==> src/sv/lbel_pkg.sv <==
// ----------------------------------------------------------------------------
// lbel_pkg
// Shared widths, register indexes and divider status type for the leaky
// bucket event limiter.
// ----------------------------------------------------------------------------
package lbel_pkg;

  localparam int TIME_BITS_DEF  = 32;
  localparam int COUNT_BITS_DEF = 16;

  localparam int EVT_W      = 32;
  localparam int LIMIT_W    = 16;
  localparam int WINDOW_W   = 32;
  localparam int FILL_W     = 16;
  localparam int CFG_IDX_W  = 8;
  localparam int CFG_DATA_W = 32;

  localparam logic [CFG_IDX_W-1:0] REG_EVENT_LIMIT  = CFG_IDX_W'(0);
  localparam logic [CFG_IDX_W-1:0] REG_WINDOW_TICKS = CFG_IDX_W'(1);

  typedef struct packed {
    logic busy;
    logic done;
  } div_stat_t;

endpackage

==> src/sv/lbel_div.sv <==
// ----------------------------------------------------------------------------
// lbel_div
// Restoring radix-2 divider, one quotient bit per cycle. Quotient and
// remainder hold after done until the next start.
// ----------------------------------------------------------------------------
module lbel_div import lbel_pkg::*; #(
  parameter int DW = WINDOW_W,
  parameter int VW = WINDOW_W
) (
  input  logic          clk,
  input  logic          rst_n,
  input  logic          start,
  input  logic [DW-1:0] dividend,
  input  logic [VW-1:0] divisor,
  output div_stat_t     stat,
  output logic [DW-1:0] quotient,
  output logic [VW-1:0] remainder
);

  localparam int CNT_W = $clog2(DW + 1);

  logic [DW-1:0]    dvd_r, dvd_nxt;
  logic [VW-1:0]    rem_r, rem_nxt;
  logic [VW-1:0]    dsr_r, dsr_nxt;
  logic [CNT_W-1:0] cnt_r, cnt_nxt;
  logic             done_r, done_nxt;
  logic [VW:0]      trial;
  logic [VW:0]      diff;
  logic             ge;

  assign trial = {rem_r, dvd_r[DW-1]};
  assign diff  = trial - {1'b0, dsr_r};
  assign ge    = trial >= {1'b0, dsr_r};

  always_comb begin
    dvd_nxt  = dvd_r;
    rem_nxt  = rem_r;
    dsr_nxt  = dsr_r;
    cnt_nxt  = cnt_r;
    done_nxt = 1'b0;
    if (start) begin
      dvd_nxt = dividend;
      rem_nxt = '0;
      dsr_nxt = divisor;
      cnt_nxt = CNT_W'(DW);
    end else if (cnt_r != '0) begin
      dvd_nxt  = {dvd_r[DW-2:0], ge};
      rem_nxt  = ge ? diff[VW-1:0] : trial[VW-1:0];
      cnt_nxt  = cnt_r - CNT_W'(1);
      done_nxt = (cnt_r == CNT_W'(1));
    end
  end

  always_ff @(posedge clk) begin
    if (!rst_n) begin
      cnt_r  <= '0;
      done_r <= 1'b0;
    end else begin
      cnt_r  <= cnt_nxt;
      done_r <= done_nxt;
    end
  end

  always_ff @(posedge clk) begin
    dvd_r <= dvd_nxt;
    rem_r <= rem_nxt;
    dsr_r <= dsr_nxt;
  end

  assign stat.busy = (cnt_r != '0);
  assign stat.done = done_r;
  assign quotient  = dvd_r;
  assign remainder = rem_r;

endmodule

==> src/sv/leaky_bucket_event_limiter.sv <==
// ----------------------------------------------------------------------------
// leaky_bucket_event_limiter
// With limiting on, an accepted event passes through ST_DRAIN (serial divide of
// elapsed time by the drain period, DIV_W = max(TIME_BITS, 32) bits), ST_APPLY,
// ST_ADD and ST_EMIT before the registered result; when disabled, only ST_EMIT.
// A new event is accepted only after the last result is emitted (back in ST_IDLE).
// A write that leaves a nonzero limit stalls input until the drain period is divided.
// Reset: synchronous; count and drain time 0, limit 0, window 1.
// ----------------------------------------------------------------------------
module leaky_bucket_event_limiter import lbel_pkg::*; #(
  parameter int TIME_BITS  = TIME_BITS_DEF,
  parameter int COUNT_BITS = COUNT_BITS_DEF
) (
  input  logic                  clk,
  input  logic                  rst_n,
  input  logic                  cfg_valid,
  output logic                  cfg_ready,
  input  logic [CFG_IDX_W-1:0]  cfg_index,
  input  logic [CFG_DATA_W-1:0] cfg_data,
  input  logic                  in_valid,
  output logic                  in_stall,
  input  logic [EVT_W-1:0]      in_event_time,
  output logic                  out_valid,
  input  logic                  out_stall,
  output logic                  out_limit_reached,
  output logic [FILL_W-1:0]     out_fill_level
);

  localparam int DIV_W = (TIME_BITS > WINDOW_W) ? TIME_BITS : WINDOW_W;
  localparam int CMP_W = (COUNT_BITS + 1 > LIMIT_W) ? COUNT_BITS + 1 : LIMIT_W;

  typedef enum logic [5:0] {
    ST_IDLE   = 6'b000001,
    ST_PERIOD = 6'b000010,
    ST_DRAIN  = 6'b000100,
    ST_APPLY  = 6'b001000,
    ST_ADD    = 6'b010000,
    ST_EMIT   = 6'b100000
  } state_t;

  state_t                state_r, state_nxt;
  logic [LIMIT_W-1:0]    limit_r, limit_nxt;
  logic [WINDOW_W-1:0]   window_r, window_nxt;
  logic [WINDOW_W-1:0]   period_r, period_nxt;
  logic [COUNT_BITS-1:0] cnt_r, cnt_nxt;
  logic [TIME_BITS-1:0]  last_r, last_nxt;
  logic [TIME_BITS-1:0]  now_r, now_nxt;
  logic                  flag_r, flag_nxt;
  logic                  out_valid_r, out_valid_nxt;
  logic                  out_flag_r, out_flag_nxt;
  logic [FILL_W-1:0]     out_fill_r, out_fill_nxt;

  logic                  cfg_fire, in_fire, out_free;
  logic                  cfg_hit_limit, cfg_hit_window;
  logic [LIMIT_W-1:0]    new_limit;
  logic [WINDOW_W-1:0]   new_window;
  logic [TIME_BITS-1:0]  now_in, elapsed;
  logic                  div_start;
  logic [DIV_W-1:0]      div_dividend;
  logic [WINDOW_W-1:0]   div_divisor;
  div_stat_t             div_stat;
  logic [DIV_W-1:0]      div_quo;
  logic [WINDOW_W-1:0]   div_rem;
  logic [COUNT_BITS-1:0] drn_cnt;
  logic [TIME_BITS-1:0]  drn_last;
  logic [COUNT_BITS:0]   inc;
  logic                  over;

  assign cfg_ready = (state_r == ST_IDLE);
  assign in_stall  = (state_r != ST_IDLE) || cfg_valid;
  assign cfg_fire  = cfg_valid && cfg_ready;
  assign in_fire   = in_valid && !in_stall;
  assign out_free  = !out_valid_r || !out_stall;

  assign cfg_hit_limit  = (cfg_index == REG_EVENT_LIMIT);
  assign cfg_hit_window = (cfg_index == REG_WINDOW_TICKS);
  assign new_limit  = cfg_hit_limit ? cfg_data[LIMIT_W-1:0] : limit_r;
  assign new_window = cfg_hit_window ? cfg_data[WINDOW_W-1:0] : window_r;

  assign now_in  = TIME_BITS'(in_event_time);
  assign elapsed = now_in - last_r;

  assign div_start = (cfg_fire && (cfg_hit_limit || cfg_hit_window) && new_limit != '0) ||
                     (in_fire && limit_r != '0);
  assign div_dividend = cfg_fire ? DIV_W'(new_window) : DIV_W'(elapsed);
  assign div_divisor  = cfg_fire ? WINDOW_W'(new_limit) : period_r;

  lbel_div #(
    .DW (DIV_W),
    .VW (WINDOW_W)
  ) u_div (
    .clk       (clk),
    .rst_n     (rst_n),
    .start     (div_start),
    .dividend  (div_dividend),
    .divisor   (div_divisor),
    .stat      (div_stat),
    .quotient  (div_quo),
    .remainder (div_rem)
  );

  // drain whole periods; keep the partial period on the drain time
  always_comb begin
    drn_cnt  = cnt_r;
    drn_last = last_r;
    if (cnt_r != '0 && div_quo != '0) begin
      if (div_quo < DIV_W'(cnt_r)) begin
        drn_cnt  = cnt_r - COUNT_BITS'(div_quo);
        drn_last = now_r - TIME_BITS'(div_rem);
      end else begin
        drn_cnt = '0;
      end
    end
  end

  assign inc  = {1'b0, cnt_r} + (COUNT_BITS + 1)'(1);
  assign over = inc[COUNT_BITS] || (CMP_W'(inc) > CMP_W'(limit_r));

  always_comb begin
    state_nxt     = state_r;
    limit_nxt     = limit_r;
    window_nxt    = window_r;
    period_nxt    = period_r;
    cnt_nxt       = cnt_r;
    last_nxt      = last_r;
    now_nxt       = now_r;
    flag_nxt      = flag_r;
    out_valid_nxt = out_valid_r && out_stall;
    out_flag_nxt  = out_flag_r;
    out_fill_nxt  = out_fill_r;
    case (state_r)
      ST_IDLE: begin
        if (cfg_fire) begin
          if (cfg_hit_limit || cfg_hit_window) begin
            limit_nxt  = new_limit;
            window_nxt = new_window;
            cnt_nxt    = '0;
            last_nxt   = '0;
            if (new_limit != '0) begin
              state_nxt = ST_PERIOD;
            end
          end
        end else if (in_fire) begin
          now_nxt = now_in;
          if (limit_r != '0) begin
            state_nxt = ST_DRAIN;
          end else begin
            flag_nxt  = 1'b0;
            state_nxt = ST_EMIT;
          end
        end
      end
      ST_PERIOD: begin
        if (div_stat.done) begin
          period_nxt = (div_quo == '0) ? WINDOW_W'(1) : div_quo[WINDOW_W-1:0];
          state_nxt  = ST_IDLE;
        end
      end
      ST_DRAIN: begin
        if (div_stat.done) begin
          state_nxt = ST_APPLY;
        end
      end
      ST_APPLY: begin
        cnt_nxt   = drn_cnt;
        last_nxt  = (drn_cnt == '0) ? now_r : drn_last;
        state_nxt = ST_ADD;
      end
      ST_ADD: begin
        if (over) begin
          cnt_nxt  = '0;
          last_nxt = now_r;
          flag_nxt = 1'b1;
        end else begin
          cnt_nxt  = inc[COUNT_BITS-1:0];
          flag_nxt = 1'b0;
        end
        state_nxt = ST_EMIT;
      end
      ST_EMIT: begin
        if (out_free) begin
          out_valid_nxt = 1'b1;
          out_flag_nxt  = flag_r;
          out_fill_nxt  = FILL_W'(cnt_r);
          state_nxt     = ST_IDLE;
        end
      end
      default: begin
        state_nxt = ST_IDLE;
      end
    endcase
  end

  always_ff @(posedge clk) begin
    if (!rst_n) begin
      state_r     <= ST_IDLE;
      limit_r     <= '0;
      window_r    <= WINDOW_W'(1);
      cnt_r       <= '0;
      last_r      <= '0;
      out_valid_r <= 1'b0;
    end else begin
      state_r     <= state_nxt;
      limit_r     <= limit_nxt;
      window_r    <= window_nxt;
      cnt_r       <= cnt_nxt;
      last_r      <= last_nxt;
      out_valid_r <= out_valid_nxt;
    end
  end

  always_ff @(posedge clk) begin
    period_r   <= period_nxt;
    now_r      <= now_nxt;
    flag_r     <= flag_nxt;
    out_flag_r <= out_flag_nxt;
    out_fill_r <= out_fill_nxt;
  end

  assign out_valid         = out_valid_r;
  assign out_limit_reached = out_flag_r;
  assign out_fill_level    = out_fill_r;

  a_onehot_state: assert property (@(posedge clk) disable iff (!rst_n)
    $onehot(state_r))
    else $error("state register not one-hot");

  a_drain_has_div: assert property (@(posedge clk) disable iff (!rst_n)
    (state_r == ST_DRAIN || state_r == ST_PERIOD) |-> (div_stat.busy || div_stat.done))
    else $error("waiting on divider that is not running");

  a_count_in_limit: assert property (@(posedge clk) disable iff (!rst_n)
    (state_r == ST_IDLE && limit_r != '0) |-> (CMP_W'(cnt_r) <= CMP_W'(limit_r)))
    else $error("bucket count above limit");

  a_overflow_empties: assert property (@(posedge clk) disable iff (!rst_n)
    (out_valid && out_limit_reached) |-> (out_fill_level == '0))
    else $error("overflow result with nonempty bucket");

  a_event_starts_div: assert property (@(posedge clk) disable iff (!rst_n)
    (in_fire && limit_r != '0) |=> (state_r == ST_DRAIN && div_stat.busy))
    else $error("enabled event did not start the divider");

endmodule
==> config.mk <==
export PLATFORM = sky130hd
export DESIGN_NAME = leaky_bucket_event_limiter
export DESIGN_NICKNAME = d
export VERILOG_FILES = /design/src/sv/lbel_pkg.sv /design/src/sv/lbel_div.sv /design/src/sv/leaky_bucket_event_limiter.sv
export SDC_FILE = /design/constraint.sdc
export NUM_CORES = 1
export LEC_CHECK = 0
export ABC_AREA = 0
export BUFFER_PORTS_ARGS = -buffer_cell sky130_fd_sc_hd__buf_2
export CORE_MARGIN = 2
export CORE_UTILIZATION = 36
export CTS_BUF_LIST = sky130_fd_sc_hd__clkbuf_8 sky130_fd_sc_hd__clkbuf_16
export DETAILED_ROUTE_END_ITERATION = 7
export PLACE_DENSITY_LB_ADDON = 0.1
export SETUP_SLACK_MARGIN = 0.5
export SKIP_LAST_GASP = 1
export SYNTH_ARGS = -nofsm -noshare
export SYNTH_HDL_FRONTEND = slang
export SYNTH_SLANG_ARGS = --single-unit
==> constraint.sdc <==
create_clock -name clk -period 5 [get_ports clk]
set_input_delay 0.5 -clock clk [delete_from_list [all_inputs] [get_ports clk]]
set_output_delay 0.5 -clock clk [all_outputs]
set_load 0.03 [all_outputs]
==> metrics.txt <==
Critical Path Sink Type=flop; internal power=6.468 mW; arrival time worst endpoint=4700 ps; net count of the mapped netlist=2465; Flop pwr share=30.8%; antenna violations before repair=1; final worst-path setup slack=781.6 ps; clock period minus final worst setup slack=4218 ps; wire length on met2=31.61 mm; DP Wirelength=52.34 mm; post-synthesis cell type count=87; Filler Cells Inserted=5367; die area=54620 um2; wirelength, routed=69.12 mm; via count=17080; Clock Tree Root=sky130_fd_sc_hd__clkbuf_16; leakage=8.115 nW; antenna cell count=0; most common cell type on the critical path=sky130_fd_sc_hd__inv_1; die outline width=233.7 um; met1 WL=31.68 mm; Max Clk Rate=237.1 MHz; reported net switching power=4.737 mW; cell-by-cell trace of the critical path=inv_1 -> ha_1 -> inv_1 -> fa_1 -> a211oi_1 -> o21ai_0 -> a41oi_1 -> xor2_1 -> o211ai_1 -> nor4_2 -> a41oi_2 -> o21ai_4 -> buf_4 -> nand2_1 -> a31oi_2; share of layout cells above drive strength 1=10.55%; initial core utilization=36.29%; routability cong.=0.9539; DRC violation total after the first TritonRoute iteration=1417; Area contributors post-synth=sky130_fd_sc_hd__edfxtp_1, sky130_fd_sc_hd__dfxtp_1, sky130_fd_sc_hd__ha_1, sky130_fd_sc_hd__nand2_1, sky130_fd_sc_hd__a21oi_1; number of levels the H-tree was split into=2; Placed Cells=2930; Synth warnings=0; Most used DFF post-synth=sky130_fd_sc_hd__edfxtp_1; Mapped Cells=2239; final core utilization=40.83%; I/O pin total=97; Tcrit/Tclk final=84.37%; vias in the first global route=16000; # port buffers=96; placed standard-cell area=20120 um2; biggest area consumer among synthesized cells=sky130_fd_sc_hd__edfxtp_1; number of nets with antenna violations after routing=0; floorplan row count=84; total power after layout=11.20 mW; number of sinks driven by the clock tree=288; measured slew at the worst slew-check pin=946.3 ps; die boundary height=233.7 um; number of setup violations in the final report=0; share of synthesized flip-flops with an asynchronous set or reset=0%; non-filler cells in the finished layout=3001; post-placement setup slack=597.0 ps; first-pass GRT wire length=103.0 mm; detailed-router iteration count before antenna repair=6; most used standard cells in the synthesized netlist=sky130_fd_sc_hd__nand2_1, sky130_fd_sc_hd__a21oi_1, sky130_fd_sc_hd__o21ai_0; Setup crit end=last_r[23]; fraction of post-synthesis cell area in the top cell type by area=23.08%; power density cells=524.2 nW/um2; sw frac=42.28%; area of the core region=52340 um2; maximum number of pins on one net before global-route repair=86; post-synthesis to final-layout area growth=12.51%; drt wl/cell=23.03 um; RSZ-0062 raised after global routing=no; Max stage delay cell, worst path=sky130_fd_sc_hd__o21ai_4; insertion delay to the later sink of the worst-skew pair=570 ps; top layer in use=met5; run status=complete, no violations; most numerous cell in the Yosys netlist=sky130_fd_sc_hd__nand2_1; Final Instance Area=21370 um2; number of maximum-capacitance violations=0; Layout Skew=21.24 ps; worst min-delay path class=in -> reg; worst-path fanout max=13; post-synthesis sequential area ratio=38.05%; Worst VDD drop=233.2 uV; residual overflow from global routing=0; Critical Path Source=cnt_r[0]; Clock Tree Buf Depth=3; kind of start point of the critical path=flop; Crit Path Category=reg -> reg; Layout Nets=2512; required time reported for the critical path endpoint=5480 ps; Max Transition Viols Final=0; CTS buffer count=37; CP max stage delay=470 ps; Worst Hold Slack=120.5 ps; cell family contributing the most delay on the critical path=compound AO/OA/AOI/OAI gates; number of synthesized register bits=288; post-synthesis instance area=19000 um2; relative slew slack=36.91%; total stage count of the critical path=15; number of enable-type register cells in the synthesized netlist=146; DRC errors left=0; Reg2Reg Launch Point=cnt_r[0]; final hold violations=0; Worst R2R Path Depth=15; vias per cell=5.690; mean cell area of the mapped netlist=8.484 um2; met3 layer wire length in the routed design=3.760 mm; clock-pin slew reported for the worst setup and hold paths after clock tree synthesis=70 ps; TritonCTS clock tree=yes; Setup TNS Final=0 ps; fraction of power consumed by the clock network=23.7%; global-route total usage across every layer=25.17%; worst path buffer plus inverter count=3; combinational share of power=45.5%; reg-to-reg slack, setup=780 ps; endpoint of the worst-slack reg-to-reg timing path=last_r[23]
area by class of cell:
cell class	instances	area (um2)	share of cell area (%)
inverters	168	631.9	2.956
clock inverters	25	190.2	0.8898
multi-input cells	1652	10630	49.75
repair buffers	139	832.0	3.893
flip-flops and latches	288	7232	33.84
clock buffers	41	992.2	4.642
well taps	688	860.8	4.028
per-layer routing:
layer | track usage, % | vias up
li1 | - | 8157
met1 | 35.07 | 8200
met2 | 40.62 | 609
met3 | 2.832 | 107
met4 | 8.169 | 2
met5 | 0 | -
logic make-up (layout without fill, tap and decap cells):
group / Yosys count / after routing / share of synthesized area, %
AO/OA/AOI/OAI: 663 / 664 / 21.60
AND/OR/NAND/NOR: 698 / 698 / 17.44
multiplexers: 32 / 32 / 1.686
flip-flops: 288 / 288 / 38.05
buffers and inverters: 300 / 373 / 6.231
XOR/XNOR: 109 / 109 / 5.026
adder cells (fa/ha/maj): 149 / 149 / 9.972
worst min-delay path by stage:
stage / cells after the start / end / start / slack, ps
global placement: 2 / window_r[21] / window_r[21] / 440
floorplan: 0 / out_limit_reached / flag_r / 400
finish: 1 / now_r[4] / in_event_time[4] / 120
detailed placement: 2 / window_r[21] / window_r[21] / 450
CTS: 1 / now_r[4] / in_event_time[4] / 90
global route: 1 / now_r[4] / in_event_time[4] / 100
registers in the layout, summed over array words and instances, names as in the netlist, 16 cells and up:
signal / count
last_r: 32
now_r: 32
period_r: 32
u_div.dsr_r: 32
u_div.quotient: 32
u_div.remainder: 32
window_r: 32
cnt_r: 16
limit_r: 16
out_fill_level: 16
power groups by stage:
stage	Sequential, mW	Clock, mW	Combinational (mW)
2_1_floorplan	3.32	0	3.72
3_3_place_gp	3.49	0	5.02
3_5_place_dp	3.49	0	5.05
4_1_cts	3.45	2.72	5.08
5_1_grt	3.49	2.80	5.64
6_report	3.45	2.66	5.10
cell usage in the layout, fill, tap and decap left out, types with 7 or more instances in the layout:
master / n
sky130_fd_sc_hd__nand2_1: 311
sky130_fd_sc_hd__a21oi_1: 201
sky130_fd_sc_hd__inv_1: 174
sky130_fd_sc_hd__o21ai_0: 172
sky130_fd_sc_hd__edfxtp_1: 146
sky130_fd_sc_hd__ha_1: 145
sky130_fd_sc_hd__dfxtp_1: 138
sky130_fd_sc_hd__buf_2: 96
sky130_fd_sc_hd__nor2_1: 94
sky130_fd_sc_hd__nand3_1: 72
sky130_fd_sc_hd__xnor2_1: 72
sky130_fd_sc_hd__a31oi_1: 67
sky130_fd_sc_hd__a21o_1: 46
sky130_fd_sc_hd__buf_4: 40
sky130_fd_sc_hd__nor3_1: 38
sky130_fd_sc_hd__clkbuf_16: 38
sky130_fd_sc_hd__xor2_1: 37
sky130_fd_sc_hd__mux2i_1: 32
sky130_fd_sc_hd__nand4_1: 27
sky130_fd_sc_hd__nor4_1: 25
sky130_fd_sc_hd__and2_1: 24
sky130_fd_sc_hd__nand2b_1: 24
sky130_fd_sc_hd__a211oi_1: 21
sky130_fd_sc_hd__o21a_1: 19
sky130_fd_sc_hd__o211ai_1: 17
sky130_fd_sc_hd__and3_1: 15
sky130_fd_sc_hd__nor2b_1: 15
sky130_fd_sc_hd__o22ai_1: 14
sky130_fd_sc_hd__or3_1: 11
sky130_fd_sc_hd__o21bai_1: 10
sky130_fd_sc_hd__clkinv_2: 10
sky130_fd_sc_hd__a22oi_1: 8
sky130_fd_sc_hd__or2_2: 7
what timing repair did:
item | CTS | global route
gates resized for setup | 0 | 9
hold buffers | 0 | 0
endpoints found under the setup margin | 0 | 48
setup buffers | 0 | 4
hold endpoints to repair | 0 | 0
(Power assumes the default switching activity.)
